[config.mk]
export PLATFORM = sky130hd
export DESIGN_NAME = modbus_read_request_framer
export DESIGN_NICKNAME = d
export VERILOG_FILES = /design/src/hw/rtl/mbrf_pkg.sv /design/src/hw/rtl/modbus_read_request_framer.sv
export SDC_FILE = /design/constraint.sdc
export NUM_CORES = 1
export LEC_CHECK = 0
export ABC_AREA = 1
export BUFFER_PORTS_ARGS = -buffer_cell sky130_fd_sc_hd__buf_2
export CAP_MARGIN = 0
export CORE_ASPECT_RATIO = 0.5
export CORE_UTILIZATION = 50
export CTS_BUF_LIST = sky130_fd_sc_hd__clkbuf_8 sky130_fd_sc_hd__clkbuf_16
export DETAILED_ROUTE_END_ITERATION = 12
export PLACE_DENSITY = 0.75
export SETUP_SLACK_MARGIN = 0.2
export SYNTH_ARGS = -nofsm -noshare
export SYNTH_HDL_FRONTEND = slang
export SYNTH_SLANG_ARGS = --single-unit
[constraint.sdc]
create_clock -name clock -period 3.35 [get_ports clock]
set_input_delay 0.67 -clock clock [delete_from_list [all_inputs] [get_ports clock]]
set_output_delay 0.67 -clock clock [all_outputs]
set_load 0.02 [all_outputs]
[src/hw/rtl/mbrf_pkg.sv]
// Types, constants and CRC table function shared by the request framer.
`timescale 1ns / 1ps

package mbrf_pkg;

   localparam int unsigned FRAME_LEN = 8;
   localparam int unsigned IDX_W     = $clog2(FRAME_LEN);

   localparam logic [7:0]  FUNC_READ_HOLDING = 8'h03;
   localparam logic [15:0] CRC_INIT          = 16'hFFFF;
   localparam logic [15:0] CRC_POLY          = 16'hA001;
   localparam logic [7:0]  SLAVE_ID_RESET    = 8'h01;

   // Frame byte positions in transmit order
   localparam logic [IDX_W-1:0] BYTE_SLAVE   = 3'd0;
   localparam logic [IDX_W-1:0] BYTE_FUNC    = 3'd1;
   localparam logic [IDX_W-1:0] BYTE_ADDR_HI = 3'd2;
   localparam logic [IDX_W-1:0] BYTE_ADDR_LO = 3'd3;
   localparam logic [IDX_W-1:0] BYTE_CNT_HI  = 3'd4;
   localparam logic [IDX_W-1:0] BYTE_CNT_LO  = 3'd5;
   localparam logic [IDX_W-1:0] BYTE_CRC_LO  = 3'd6;
   localparam logic [IDX_W-1:0] BYTE_CRC_HI  = 3'd7;

   typedef struct packed {
      logic [15:0] start_address;
      logic [15:0] register_count;
   } req_payload_type;

   typedef struct packed {
      logic [7:0] frame_byte;
      logic       last_byte;
   } rsp_payload_type;

   // One entry of the byte-wise CRC-16/MODBUS table
   function automatic logic [15:0] crc_table(input logic [7:0] index);
      logic [15:0] crc;
      crc = {8'h00, index};
      for (int k = 0; k < 8; k++) begin
         if (crc[0]) begin
            crc = (crc >> 1) ^ CRC_POLY;
         end else begin
            crc = crc >> 1;
         end
      end
      return crc;
   endfunction

endpackage

[src/hw/rtl/modbus_read_request_framer.sv]
// Top level: frames a read-holding-registers request into eight bytes with CRC.
//
//   channel | ports                          | beat
//   --------+--------------------------------+---------------------------------
//   request | req_valid req_ready req_data   | start address, register count
//   result  | rsp_valid rsp_ready rsp_data   | one frame byte, last flag
//   config  | csr_write_enable csr_write_data| slave address
//
// Each request yields eight result beats, one per cycle unless the result side
// stalls; the next request is taken as the last byte of the frame goes out.
// The CRC advances one header byte per cycle through the table as they go out.
// A taken request loads the sequencer, which then loads the first byte to output.
// A stalled result holds in the output register and freezes the sequencer.
// Reset sets the slave address to 1 and clears all valid state.
`timescale 1ns / 1ps

module modbus_read_request_framer
   import mbrf_pkg::*;
(
   input  logic            clock,
   input  logic            reset,
   input  logic            req_valid,
   output logic            req_ready,
   input  req_payload_type req_data,
   output logic            rsp_valid,
   input  logic            rsp_ready,
   output rsp_payload_type rsp_data,
   input  logic            csr_write_enable,
   input  logic [7:0]      csr_write_data
);

   logic [7:0]       slave_id_ff;
   logic             busy_ff, busy_in;
   logic [IDX_W-1:0] byte_idx_ff, byte_idx_in;
   logic [15:0]      crc_ff, crc_in;
   req_payload_type  req_ff, req_in;
   logic             rsp_valid_ff, rsp_valid_in;
   rsp_payload_type  rsp_ff, rsp_in;

   logic       out_free;
   logic       advance;
   logic       finishing;
   logic       req_take;
   logic [7:0] cur_byte;

   assign out_free  = !rsp_valid_ff || rsp_ready;
   assign advance   = busy_ff && out_free;
   assign finishing = advance && (byte_idx_ff == BYTE_CRC_HI);
   assign req_ready = !busy_ff || finishing;
   assign req_take  = req_valid && req_ready;

   always_comb begin
      case (byte_idx_ff)
         BYTE_SLAVE:   cur_byte = slave_id_ff;
         BYTE_FUNC:    cur_byte = FUNC_READ_HOLDING;
         BYTE_ADDR_HI: cur_byte = req_ff.start_address[15:8];
         BYTE_ADDR_LO: cur_byte = req_ff.start_address[7:0];
         BYTE_CNT_HI:  cur_byte = req_ff.register_count[15:8];
         BYTE_CNT_LO:  cur_byte = req_ff.register_count[7:0];
         BYTE_CRC_LO:  cur_byte = crc_ff[7:0];
         BYTE_CRC_HI:  cur_byte = crc_ff[15:8];
         default:      cur_byte = 8'h00;
      endcase
   end

   always_comb begin
      busy_in      = busy_ff;
      byte_idx_in  = byte_idx_ff;
      crc_in       = crc_ff;
      req_in       = req_ff;
      rsp_valid_in = rsp_valid_ff;
      rsp_in       = rsp_ff;

      if (out_free) begin
         rsp_valid_in = busy_ff;
      end

      if (advance) begin
         rsp_in.frame_byte = cur_byte;
         rsp_in.last_byte  = (byte_idx_ff == BYTE_CRC_HI);
         byte_idx_in       = byte_idx_ff + 1'b1;
         // advance the CRC only over the six header bytes
         if (byte_idx_ff <= BYTE_CNT_LO) begin
            crc_in = {8'h00, crc_ff[15:8]} ^ crc_table(crc_ff[7:0] ^ cur_byte);
         end
         if (byte_idx_ff == BYTE_CRC_HI) begin
            busy_in = 1'b0;
         end
      end

      if (req_take) begin
         busy_in     = 1'b1;
         byte_idx_in = BYTE_SLAVE;
         crc_in      = CRC_INIT;
         req_in      = req_data;
      end
   end

   always_ff @(posedge clock) begin
      if (reset) begin
         slave_id_ff  <= SLAVE_ID_RESET;
         busy_ff      <= 1'b0;
         byte_idx_ff  <= BYTE_SLAVE;
         rsp_valid_ff <= 1'b0;
      end else begin
         if (csr_write_enable) begin
            slave_id_ff <= csr_write_data;
         end
         busy_ff      <= busy_in;
         byte_idx_ff  <= byte_idx_in;
         rsp_valid_ff <= rsp_valid_in;
      end
   end

   always_ff @(posedge clock) begin
      crc_ff <= crc_in;
      req_ff <= req_in;
      rsp_ff <= rsp_in;
   end

   assign rsp_valid = rsp_valid_ff;
   assign rsp_data  = rsp_ff;

   // A taken request starts a frame at its first byte
   a_take_starts_frame: assert property (@(posedge clock) disable iff (reset)
      req_take |=> (busy_ff && byte_idx_ff == BYTE_SLAVE))
      else $error("request taken but frame not started");

   // Sending the final byte yields a result beat flagged last
   a_last_flagged: assert property (@(posedge clock) disable iff (reset)
      finishing |=> (rsp_valid && rsp_data.last_byte))
      else $error("final frame byte not flagged last");

   // While the last byte waits, the sequencer is idle or at a fresh frame
   a_last_aligned: assert property (@(posedge clock) disable iff (reset)
      (rsp_valid && rsp_data.last_byte) |-> (!busy_ff || byte_idx_ff == BYTE_SLAVE))
      else $error("last byte out of step with sequencer");

   // Non-last result beats only come from an active frame
   a_mid_frame: assert property (@(posedge clock) disable iff (reset)
      (rsp_valid && !rsp_data.last_byte) |-> busy_ff)
      else $error("mid-frame byte without an active frame");

endmodule

# Word-level counts from Yosys, hierarchy flattened
# Cells that the tools add are included.
totals:
  latchBits: 0
  ramBits: 0
  reg_bits: 70
  inputBits: 45
  out_inout_bits: 11
  word_cells: 69
  rom_bits: 0
  n_memories: 0
classes:
  bitwise: 10
  n_div: 0
  shifts: 0
  eq_ne: 7
  muxes: 28
  n_lt_le_gt_ge: 1
  add_sub_neg: 1
  reduce_logical: 13
  mul: 0
op_table:
  columns: ["operator", "n"]
  rows:
  - ["$mux 16", 24]
  - ["$pmux 8 s8", 1]
  - ["$not 2->3", 7]
  - ["$xor 8x16->16", 1]
  - ["$eq 3x3->1 const B", 4]
  - ["$xor 8x8->8", 1]
  - ["$eq 3x2->1 const B", 2]
  - ["$reduce_and 2->1", 2]
  - ["$reduce_bool 2->1", 2]
  - ["$add 3x1->3 const B", 1]
  - ["$eq 3x1->1 const B", 1]
  - ["$le 3x3->1 const B", 1]
  - ["$logic_and 1x1->1", 3]
  - ["$logic_not 3->1", 1]
  - ["$mux 1", 3]
  - ["$not 1->3", 1]
  - ["$logic_not 1->1", 2]
  - ["$logic_or 1x1->1", 2]
  - ["$reduce_or 2->1", 1]

# Logic depth before layout (Yosys ltp)
# Gate-level depths: netlist (run 1).
depth:
  word_depth: 36
  depth_mapped: 23
  depth_no_buf: 22

# Worst setup path before layout (run 1)
# Ideal clock, no wire load.
synth_timing:
  kind: "register -> register"
  from: "register byte_idx_ff[1]"
  to: "register crc_ff[14]"
  t_required_ns: 3.271
  setup_slack_ns: -0.027
  path_stages_with_launch: 9
  arrival_ns: 3.298
  cell_sequence: "dfxtp_1 -> ha_1 -> ha_1 -> buf_2 -> a21oi_1 -> nor2_1 -> clkinv_1 -> clkbuf_1 -> o211ai_1"
synth_between:
  elab_chain_cells: 29
synth_lines:
  columns: ["item", "line", "source"]
  rows:
  - ["from (decl)", "modbus_read_request_framer.sv:34", "logic [IDX_W-1:0] byte_idx_ff, byte_idx_in;"]
  - ["from (signal assigned)", "modbus_read_request_framer.sv:110", "byte_idx_ff <= byte_idx_in;"]
  - ["$eq 3x3->1 (tied with other cells)", "modbus_read_request_framer.sv:48, modbus_read_request_framer.sv:53", null]
  - ["$pmux 8 s8", "modbus_read_request_framer.sv:53", "case (byte_idx_ff)"]
  - ["$xor 8x8->8", "modbus_read_request_framer.sv:84", "crc_in = {8'h00, crc_ff[15:8]} ^ crc_table(crc_ff[7:0] ^ cur_byte);"]
  - ["$mux 16 / $not 1->3 (equally long branches)", null, null]
  - ["$mux 16, on equally long branches", "modbus_read_request_framer.sv:83, mbrf_pkg.sv:39", null]
  - ["$mux 16, on equally long branches", "modbus_read_request_framer.sv:78, modbus_read_request_framer.sv:83", null]
  - ["$mux 16 (tied with other cells)", "mbrf_pkg.sv:39", "if (crc[0]) begin"]
  - ["$mux 16, on equally long branches", "modbus_read_request_framer.sv:83, mbrf_pkg.sv:39", null]
  - ["(+13 left out)", null, null]
  - ["$mux 16", "modbus_read_request_framer.sv:78", "if (advance) begin"]
  - ["$mux 16", "mbrf_pkg.sv:39", null]
  - ["$mux 16", "modbus_read_request_framer.sv:83", "if (byte_idx_ff <= BYTE_CNT_LO) begin"]
  - ["$mux 16", "modbus_read_request_framer.sv:78", null]
  - ["$mux 16", "mbrf_pkg.sv:39", null]
  - ["$mux 16", "modbus_read_request_framer.sv:83", null]
  - ["$mux 16", "modbus_read_request_framer.sv:78", null]
  - ["$xor 8x16->16", "modbus_read_request_framer.sv:84", null]
  - ["to (signal assigned)", "modbus_read_request_framer.sv:116", "crc_ff <= crc_in;"]
  - ["to (decl)", "modbus_read_request_framer.sv:35", "logic [15:0] crc_ff, crc_in;"]
# Several ways; a longest one is shown, not always the timed one. The select of a mux whose other input is x is not followed.
# A chain may end at the register's enable or synchronous reset.

# Worst setup path after layout (run 1)
layout_timing:
  from: "register byte_idx_ff[0]"
  to: "register crc_ff[15]"
layout_between:
  elab_chain_cells: 29
layout_lines:
  columns: ["item", "line"]
  rows:
  - ["$eq 3x3->1 (tied with other cells)", "modbus_read_request_framer.sv:48, modbus_read_request_framer.sv:53"]
  - ["$pmux 8 s8", "modbus_read_request_framer.sv:53"]
  - ["$xor 8x8->8", "modbus_read_request_framer.sv:84"]
  - ["$mux 16 / $not 1->3 (equally long branches)", null]
  - ["$mux 16, on equally long branches", "modbus_read_request_framer.sv:83, mbrf_pkg.sv:39"]
  - ["$mux 16, on equally long branches", "modbus_read_request_framer.sv:78, modbus_read_request_framer.sv:83"]
  - ["$mux 16 (tied with other cells)", "mbrf_pkg.sv:39"]
  - ["$mux 16, on equally long branches", "modbus_read_request_framer.sv:83, mbrf_pkg.sv:39"]
  - ["(+13 left out)", null]
  - ["$not 2->3 (no source line) / $mux 16 (equally long branches)", null]
  - ["$mux 16", "mbrf_pkg.sv:39"]
  - ["$mux 16", "modbus_read_request_framer.sv:83"]
  - ["$mux 16", "modbus_read_request_framer.sv:78"]
  - ["$mux 16", "mbrf_pkg.sv:39"]
  - ["$mux 16", "modbus_read_request_framer.sv:83"]
  - ["$mux 16", "modbus_read_request_framer.sv:78"]
  - ["$xor 8x16->16", "modbus_read_request_framer.sv:84"]
# Several ways; a longest one is shown, not always the timed one. The select of a mux whose other input is x is not followed.

==> results of run 1 <==
-- cell families (layout without fill, tap and decap cells) --
| logic type | count (synthesis) | after routing | share of synthesized area |
|---|---|---|---|
| compound gates | 38 | 38 | 0.0655 |
| buf+inv | 51 | 115 | 0.0647 |
| fa+ha+maj | 6 | 6 | 0.0225 |
| simple gates | 220 | 220 | 0.298 |
| xor+xnor | 3 | 3 | 0.00786 |
| flops | 70 | 70 | 0.542 |
-- metrics by stage --
| stage | instance area, um^2 | setup WS (ps) |
|---|---|---|
| global placement | 3690 | 765 |
| finish | 4010 | 675 |
| CTS | 4010 | 692 |
| global route | 4010 | 362 |
| detailed placement | 3690 | 730 |
| floorplan | 3350 | 640 |
-- path summary, 6_finish.rpt --
path             startpoint              to
max          byte_idx_ff[0]      crc_ff[15]
min          slave_id_ff[0]  slave_id_ff[0]
max reg2reg  byte_idx_ff[0]      crc_ff[15]
min reg2reg  slave_id_ff[0]  slave_id_ff[0]
-- power breakdown --
part	total, mW	internal [mW]	switching [mW]
clock	0.993	0.645	0.348
combinational	0.461	0.168	0.293
sequential	1.07	0.998	0.0669
total	2.52	1.81	0.708
-- cells in the final DEF, fill, tap and decap left out --
cell type	count
buf_2	55
ha_1	6
nor2_4	1
bufinv_16	2
inv_2	1
nand2_1	114
edfxtp_1	41
clkbuf_16	9
xnor2_1	1
or2_2	1
clkinvlp_4	2
nand4_1	1
a221oi_1	1
dfxtp_1	29
inv_1	39
or2_4	4
nand2_2	17
or2_1	2
a21oi_1	13
nand3b_1	2
clkinv_2	2
xor2_1	2
o21ai_0	14
nor2_2	1
o211ai_1	10
nand3_1	44
buf_4	3
nand2_4	1
clkinv_1	2
nand3_2	3
nor2_1	29
-- Yosys cell counts --
cell type / number
a21oi_1: 13
a221oi_1: 1
buf_2: 2
buf_4: 2
buf_6: 2
clkbuf_1: 4
clkinv_1: 1
dfxtp_1: 29
edfxtp_1: 41
ha_1: 6
inv_1: 39
inv_2: 1
nand2_1: 114
nand2_2: 17
nand2_4: 1
nand3_1: 44
nand3_2: 3
nand3b_1: 2
nand4_1: 1
nor2_1: 30
nor2_4: 1
o211ai_1: 10
o21ai_0: 14
or2_1: 2
or2_2: 1
or2_4: 4
xnor2_1: 1
xor2_1: 2
-- state kept, by name, indices dropped and copies added (netlist names) --
signal,count
rsp_valid,1
byte_idx_ff,3
slave_id_ff,8
crc_ff,16
req_ff,32
busy_ff,1
rsp_data,9
-- worst min-delay path: stages (launching register included) --
cell and delay [ps]:
dfxtp_1 320, nand2_1 50, nand3_1 50
-- metal layers --
layer	global-route usage	share of wire
met3	0.0983	0.098
met4	0.0897	0.014
met5	0	0
met2	0.313	0.40
met1	0.319	0.49
-- final cells by class --
class	instances	area (um^2)
tap	88	110
multi-input combinational	267	1320
clock buffer	9	225
timing repair buffer	58	298
sequential	70	1810
fill	566	2250
inverter	41	154
clock inverter	7	88.8
==> flow_summary.json, run 1 <==
{
  "cts_hold_buf": 0,
  "ys_warn_count": 0,
  "antenna_found_initial": 0,
  "ys_ff_latch": 70,
  "rsz0062_at_grt": "false",
  "rrSetupSlack_ps": 670,
  "setup_violations": 0,
  "clockRootBuffer": "clkbuf_16",
  "cts_inserted_buffers": 9,
  "clk_pin_slew_ps": 60,
  "fmax_mhz": 374,
  "slew_headroom": 0.636,
  "cts_max_path_buffers": 2,
  "cp_max_fo": 10,
  "die_w_um": 118,
  "netlist.top_cell.by_area": "edfxtp_1",
  "grt_pass1_wl_mm": 11.6,
  "power.density_nw_per_um2": 629,
  "synth.distinct_cells": 28,
  "crit_type": "reg2reg",
  "drv_cap": 0,
  "tritoncts": "built",
  "ios": 56,
  "critical_path.slowest_cell": "ha_1",
  "min_path_cells": 2,
  "max_slew.worst_pin.slew_ps": 542,
  "cts.sinks": 70,
  "place_hpwl_mm": 5.40,
  "finalNonFillerCells": 540,
  "start_kind": "flop",
  "fin_tns_setup_ps": 0,
  "cp-end-kind": "flop",
  "grt_usage": 0.229,
  "yosysTopAreaCellShare": 0.368,
  "synth_area_leaders": "edfxtp_1 (37%), dfxtp_1 (17%), nand2_1 (13%)",
  "htreeDepth": 3,
  "wl_mm": 7.37,
  "slowest_delay_ps": 370,
  "dp.cells": 524,
  "finClkSkew_ps": 5.82,
  "rows": 20,
  "first_pass_iters": 5,
  "die_height_um": 59.8,
  "cts_resized": 0,
  "p_total_mw": 2.52,
  "p_leak_nw": 1.90,
  "insertion_delay_ps": 340,
  "globalplace.congestion": 0.862,
  "grt_max_degree": 33,
  "grt_overflow": 0,
  "status": "completed",
  "coreArea_um2": 6260,
  "period_share": 0.799,
  "critPathTopFamily": "simple AND/OR/NAND/NOR gates",
  "synth.net_count": 439,
  "ir_worst_vdd_v": 0.000404,
  "drive_gt1_frac": 0.226,
  "area_growth_pct": 19.8,
  "path_cells": "inv_1 -> ha_1 -> inv_1 -> nor2_1 -> nand2_1 -> nand4_1 -> nand3b_1 -> o21ai_0 -> xor2_1 -> inv_1 -> nand3_1 -> nand3_2 -> nand3_1 -> nand3_1",
  "die_area_um2": 7040,
  "ff2ff_path_depth": 14,
  "via_count": 2726,
  "slew_violations": 0,
  "initial_utilization": 0.534,
  "fin_crit_ps": 2680,
  "path_depth": 14,
  "utilization": 0.640,
  "detail_route.wl_per_cell_um": 13.6,
  "synth.avg_cell_area_um2": 8.62,
  "layout.nets": 498,
  "diodes": 0,
  "hp-class": "reg2reg",
  "arrival_ps": 2880,
  "path_buf_inv": 3,
  "seq_area_frac_synth": 0.542,
  "syn_inst": 388,
  "fin_hold_ws_ps": 458,
  "ant_nets": 0,
  "post-cts-setup-buffers": 0,
  "drt-initial-drc-count": 192,
  "io_buffers": 55,
  "vias_per_cell": 5.05,
  "hold_violations": 0,
  "worstPathRequired_ps": 3550,
  "syn_area_um2": 3340,
  "grt_pass1_vias": 2343,
  "drc": 0
}
Power figures use the tool's default switching activity.
==> inputs of run 2 (changes only) <==
CORE_UTILIZATION = 56   (was 50)
PLACE_DENSITY = 0.79   (was 0.75)
clock period = 2.7 ns   (was 3.35 ns; I/O delays follow)
==> run 2 against run 1 <==
  * The flow now finishes with violations (DRC)
  * Sequential share of layout area down 3.6 points
  * Critical path type unchanged
  * Maximum frequency rose by 6.4%
  * Worst setup slack worse by 490 ps
  * Clock skew is essentially flat
  * Register-to-register slack got worse by 490 ps
==> flow_summary.json, run 2 (synthesis results as in run 1) <==
{
  "status": "finished with violations",
  "failed_checks": "DRC",
  "ios": 56,
  "wl_mm": 8.85,
  "use_met2": 0.379,
  "rows": 19,
  "largest-register": "req_ff",
  "drc": 2,
  "place_ws_ps": 15.4,
  "vias_per_cell": 5.50,
  "hold_violations": 0,
  "grt_pass1_vias": 2560,
  "diodes": 0,
  "antenna_found_initial": 0,
  "cts_inserted_buffers": 9,
  "initial_utilization": 0.596,
  "grt_overflow": 0,
  "drv_cap": 0,
  "die_w_um": 111,
  "htreeDepth": 3,
  "layout.nets": 515,
  "ant_nets": 0,
  "arrival_ps": 2790,
  "die_height_um": 56.6,
  "ir_worst_vdd_v": 0.000481,
  "fin_crit_ps": 2520,
  "cp_max_fo": 6,
  "tritoncts": "built",
  "globalplace.congestion": 0.911,
  "slew_violations": 0,
  "period_share": 0.932,
  "crit_top_cell": "nand2_4",
  "timing.final.ws_setup_ps": 185,
  "die_area_um2": 6300,
  "slew_headroom": 0.622,
  "path_cells": "inv_8 -> ha_4 -> nor2_4 -> nand2_4 -> or2_4 -> nand2_4 -> nand2_2 -> nand2_2 -> nand2_2 -> nand2_4 -> inv_4 -> nand2_4 -> nand2_4 -> nand2_4 -> nand2_4 -> nand2_4 -> nand3_4 -> nand3b_1 -> nand3_1 -> nand2_1",
  "setup_violations": 0,
  "worstPathRequired_ps": 2980,
  "via_count": 2972,
  "drt-initial-drc-count": 273,
  "rsz0062_at_grt": "true",
  "critical_path.slowest_cell": "dfxtp_4",
  "layout_commonest_cell": "nand2_1",
  "cp-end-kind": "flop",
  "grt_usage": 0.259,
  "fin_tns_setup_ps": 0,
  "grtUsageMet1": 0.363,
  "coreArea_um2": 5610,
  "io_buffers": 55,
  "grt_max_degree": 31,
  "clk_pin_slew_ps": 50,
  "cts_max_path_buffers": 2,
  "finClkSkew_ps": 5.98,
  "max_slew.worst_pin.slew_ps": 560,
  "p_total_mw": 3.19,
  "slowest_delay_ps": 420,
  "cts.sinks": 70,
  "grt-busiest-layer": "met2",
  "insertion_delay_ps": 330,
  "detail_route.wl_per_cell_um": 16.4,
  "clockRootBuffer": "clkbuf_16",
  "hp-class": "in2reg",
  "dp.cells": 510,
  "p_leak_nw": 2.03,
  "place_hpwl_mm": 5.59,
  "crit_type": "reg2reg",
  "area_growth_pct": 30.9,
  "grt_use_met3": 0.0821,
  "start_kind": "flop",
  "rrSetupSlack_ps": 180,
  "final_cell_mix": "nand2_1 (92), buf_2 (55), edfxtp_1 (41)",
  "grt_pass1_wl_mm": 12.1,
  "first_pass_iters": 9,
  "fmax_mhz": 398,
  "finalNonFillerCells": 540,
  "largest_register_ffs": 32,
  "drive_gt1_frac": 0.364,
  "power.density_nw_per_um2": 729
}
==> run 2: worst max-delay path, delay by kind of cell, from the launching register on <==
| family | cells | cell delay (ps) |
|---|---|---|
| simple gates | 17 | 1760 |
| flops | 1 | 420 |
| fa+ha+maj | 1 | 170 |
| buf+inv | 2 | 100 |
==> run 2: power breakdown <==
group	total, mW	switching, mW	internal (mW)
registers	1.33	0.0923	1.24
clock network	1.01	0.413	0.595
logic	0.851	0.519	0.333
==> run 2: cell type report <==
cell class | count | area [um^2]
Sequential cell | 70 | 1820
Timing Repair Buffer | 74 | 429
Clock inverter | 5 | 20.0
Fill cell | 347 | 1230
Clock buffer | 9 | 225
Tap cell | 73 | 91.3
Inverter | 41 | 166
Multi-Input combinational cell | 268 | 1620
==> run 2: metal layers <==
layer	routed length, um	part of all wire
met3	883	0.10
met4	136	0.015
met2	3940	0.44
met5	0	0
met1	3890	0.44
==> run 2: timing repair <==
item,4_1_cts,5_1_grt
endpoints found under the hold margin,0,0
setup buffers,0,15
setup endpoints to repair,4,5
hold buffers,0,0
pin swaps,0,34
gates cloned,0,1
gates resized for setup,11,79
==> run 2: worst paths after layout <==
check,startpoint,depth (start not counted),end
worst min-delay path,req_data[19],1,req_ff[19]
worst max register to register,byte_idx_ff[1],20,crc_ff[13]
worst max-delay path,byte_idx_ff[1],20,crc_ff[13]
worst min register to register,slave_id_ff[0],2,slave_id_ff[0]
==> run 2: stage by stage <==
step | area [um^2] | hold WS [ps] | utilization
global placement | 3680 | 451 | 0.657
global route | 4380 | 372 | 0.780
finish | 4380 | 380 | 0.780
CTS | 3960 | 378 | 0.706
detailed placement | 3680 | 459 | 0.657
floorplan | 3350 | 430 | -
==> inputs of run 3 (changes only) <==
ABC_AREA = 0   (was 1)
CORE_UTILIZATION = 55   (was 56)
==> run 3 against run 2 <==
  * Via count shrank 15%
  * Clock power shrank 9.7%
  * Design area shrank 3.7%
  * Global-route usage grew 2.6 points
  * Worst setup slack lost 380 ps
  * First-iteration DRC count shrank 8.8%
  * Cell count shrank 21%
  * Combinational power grew 29%
  * Sequential power is essentially flat
  * Sequential share of layout area grew 1.6 points
  * Highest routed layer unchanged
  * Critical endpoint is now crc_ff[0]
  * The flow finishes with violations (setup timing)
==> flow_summary.json, run 3 <==
{
  "ff2ff_path_depth": 13,
  "rr_startpoint": "byte_idx_ff[0]",
  "ys_ff_latch": 70,
  "cts_inserted_buffers": 9,
  "largest-register": "req_ff",
  "fin_hold_ws_ps": 359,
  "max_slew.worst_pin.slew_ps": 766,
  "critical_path.slowest_cell": "xnor3_2",
  "switching_share": 0.295,
  "netlist.top_cell.by_area": "edfxtp_1",
  "cts.sinks": 70,
  "path_cells": "inv_4 -> buf_4 -> ha_2 -> buf_4 -> a222oi_1 -> nand2b_1 -> a31oi_2 -> xnor2_2 -> xnor2_2 -> buf_4 -> xnor3_2 -> xnor2_1 -> o21ai_1",
  "cts_hold_buf": 0,
  "arrival_ps": 3160,
  "worstPathRequired_ps": 2970,
  "final_cell_area_um2": 4210,
  "die_height_um": 54.2,
  "die_area_um2": 5770,
  "drv_cap": 0,
  "path_depth": 13,
  "synth.distinct_cells": 48,
  "grt_overflow": 0,
  "tritoncts": "built",
  "hold_violations": 0,
  "grt_pass1_vias": 2266,
  "rows": 18,
  "crit_type": "reg2reg",
  "dp.cells": 391,
  "clock_power_share": 0.272,
  "htreeDepth": 3,
  "failed_checks": "setup timing",
  "seqPwrFrac": 0.401,
  "final_cell_mix": "buf_2 (55), buf_4 (45), edfxtp_1 (41)",
  "clockRootBuffer": "clkbuf_8",
  "fin_crit_ps": 2890,
  "synth.net_count": 293,
  "crit_top_cell": "buf_4",
  "power.switching_mw": 0.990,
  "p_total_mw": 3.36,
  "rsz0062_at_grt": "true",
  "vias_per_cell": 5.97,
  "wl_mm": 8.89,
  "drive_gt1_frac": 0.470,
  "path_buf_inv": 4,
  "first_pass_iters": 5,
  "rrSetupSlack_ps": -190,
  "cp_max_fo": 5,
  "area_growth_pct": 40.4,
  "cts_max_path_buffers": 2,
  "fmax_mhz": 346,
  "final-seq-area_um2": 1820,
  "cp-end-kind": "flop",
  "grt_usage": 0.286,
  "ant_nets": 0,
  "clk_pin_slew_ps": 80,
  "syn_inst": 242,
  "ir_worst_vdd_v": 0.000447,
  "finClkSkew_ps": 12.1,
  "io_buffers": 55,
  "start_kind": "flop",
  "critPathTopFamily": "XOR/XNOR gates",
  "power_frac_comb": 0.328,
  "ys_async_sr_fraction": 0,
  "min_path_cells": 1,
  "ios": 56,
  "via_count": 2537,
  "insertion_delay_ps": 350,
  "synth_area_leaders": "edfxtp_1 (41%), dfxtp_1 (19%), xnor2_1 (3.8%)",
  "timing.final.ws_setup_ps": -190,
  "syn_area_um2": 3000,
  "hold_start": "req_data[3]",
  "setup_violations": 3,
  "yosysMostFrequentCell": "edfxtp_1",
  "initial_utilization": 0.590,
  "p_leak_nw": 1.78,
  "layout.nets": 401,
  "reg2reg_to": "crc_ff[0]",
  "globalplace.congestion": 0.888,
  "drc": 0,
  "finalNonFillerCells": 425,
  "synth_flop_cell": "edfxtp_1",
  "multiInputGateArea_um2": 1340,
  "grt_max_degree": 20,
  "largest_register_ffs": 32,
  "hold_end": "req_ff[3]",
  "synth_common_cells": "edfxtp_1 (41), dfxtp_1 (29), nand2_1 (27)",
  "synth.avg_cell_area_um2": 12.4,
  "layout_commonest_cell": "buf_2",
  "yosysTopAreaCellShare": 0.410,
  "fillCellCount": 262,
  "die_w_um": 106,
  "synth-edff-count": 41,
  "slew_headroom": 0.489,
  "status": "finished with violations",
  "placed_cell_area_um2": 3650,
  "place_hpwl_mm": 5.07,
  "seq_area_frac_synth": 0.604,
  "ys_warn_count": 0,
  "power.density_nw_per_um2": 796,
  "detail_route.wl_per_cell_um": 20.9,
  "slowest_delay_ps": 440,
  "period_share": 1.07,
  "antenna_found_initial": 0,
  "diodes": 0,
  "slew_violations": 0,
  "hp-class": "in2reg",
  "coreArea_um2": 5090,
  "grt_pass1_wl_mm": 11.5,
  "drt-initial-drc-count": 249,
  "p_int_mw": 2.37
}
==> run 3: cell count changes in the layout (fill, tap and decap cells not counted), sizes merged, moves of 6 or more <==
| cell | previous run | this run |
|---|---|---|
| nand3 | 47 | 7 |
| a222oi | 0 | 7 |
| or2 | 7 | 0 |
| a21oi | 13 | 7 |
| o21ai | 14 | 4 |
| a22oi | 0 | 6 |
| nor2 | 31 | 18 |
| buf | 74 | 109 |
| xnor2 | 1 | 15 |
| inv | 41 | 8 |
| nand2 | 133 | 27 |
| mux2i | 0 | 8 |
==> run 3: power by group through the flow <==
| stage | sequential, mW | combinational [mW] | clock (mW) |
|---|---|---|---|
| floorplan | 1.34 | 0.526 | 0 |
| global placement | 1.34 | 0.755 | 0 |
| detailed placement | 1.35 | 0.773 | 0 |
| CTS | 1.33 | 0.864 | 0.913 |
| global route | 1.35 | 1.14 | 0.965 |
| finish | 1.34 | 1.10 | 0.912 |
==> run 3: cell type report <==
class | instances | area share
flip-flops and latches | 70 | 0.433
multi-input cells | 153 | 0.318
repair buffers | 109 | 0.170
clock buffers | 9 | 0.0294
clock inverters | 7 | 0.0214
well taps | 70 | 0.0208
inverters | 7 | 0.00861
==> run 3: cells by family after synthesis <==
logic type,Yosys count,share of synthesized area
mux,9,0.0304
compound gates,50,0.131
simple gates,64,0.0921
buf+inv,19,0.0292
fa+ha+maj,6,0.0250
flops,70,0.604
xor+xnor,24,0.0884
==> run 3: worst max path at each step <==
| stage | startpoint | to | slack, ps |
|---|---|---|---|
| final | byte_idx_ff[0] | crc_ff[0] | -190 |
| after global routing | byte_idx_ff[0] | crc_ff[0] | -310 |
| after CTS | byte_idx_ff[1] | crc_ff[15] | -90 |
| after detailed placement | byte_idx_ff[0] | crc_ff[15] | -90 |
| after global placement | byte_idx_ff[1] | crc_ff[15] | -30 |
| after floorplan | byte_idx_ff[1] | crc_ff[15] | -30 |
==> run 3: worst reg2reg max path, cell delays in order (launching register included) <==
cell and delay (ps):
dfxtp_4 400, inv_4 50, buf_4 130, ha_2 200, buf_4 170, a222oi_1 240, nand2b_1 190, a31oi_2 150
xnor2_2 250, xnor2_2 160, buf_4 150, xnor3_2 440, xnor2_1 140, o21ai_1 150
==> run 3: routing by layer <==
metal,wire length [um],up-vias,global-route usage
met5,0,-,0
li1,-,1109,-
met1,3670,1220,0.373
met2,4080,184,0.449
met3,923,24,0.110
met4,224,0,0.0913
==> run 3: repair_timing <==
item,in CTS,in global routing
setup buffers,12,6
resized for setup,12,32
setup endpoints to repair,4,6
pin swaps,8,25
endpoints found under the hold margin,0,0
==> run 3: through the flow <==
stage | setup TNS (ps) | setup slack (ps) | util
2_1_floorplan | -37.9 | -26.9 | -
3_3_place_gp | -60.9 | -33.9 | 0.717
6_report | -469 | -190 | 0.828
4_1_cts | -129 | -93.0 | 0.786
3_5_place_dp | -207 | -94.2 | 0.717
5_1_grt | -778 | -310 | 0.828
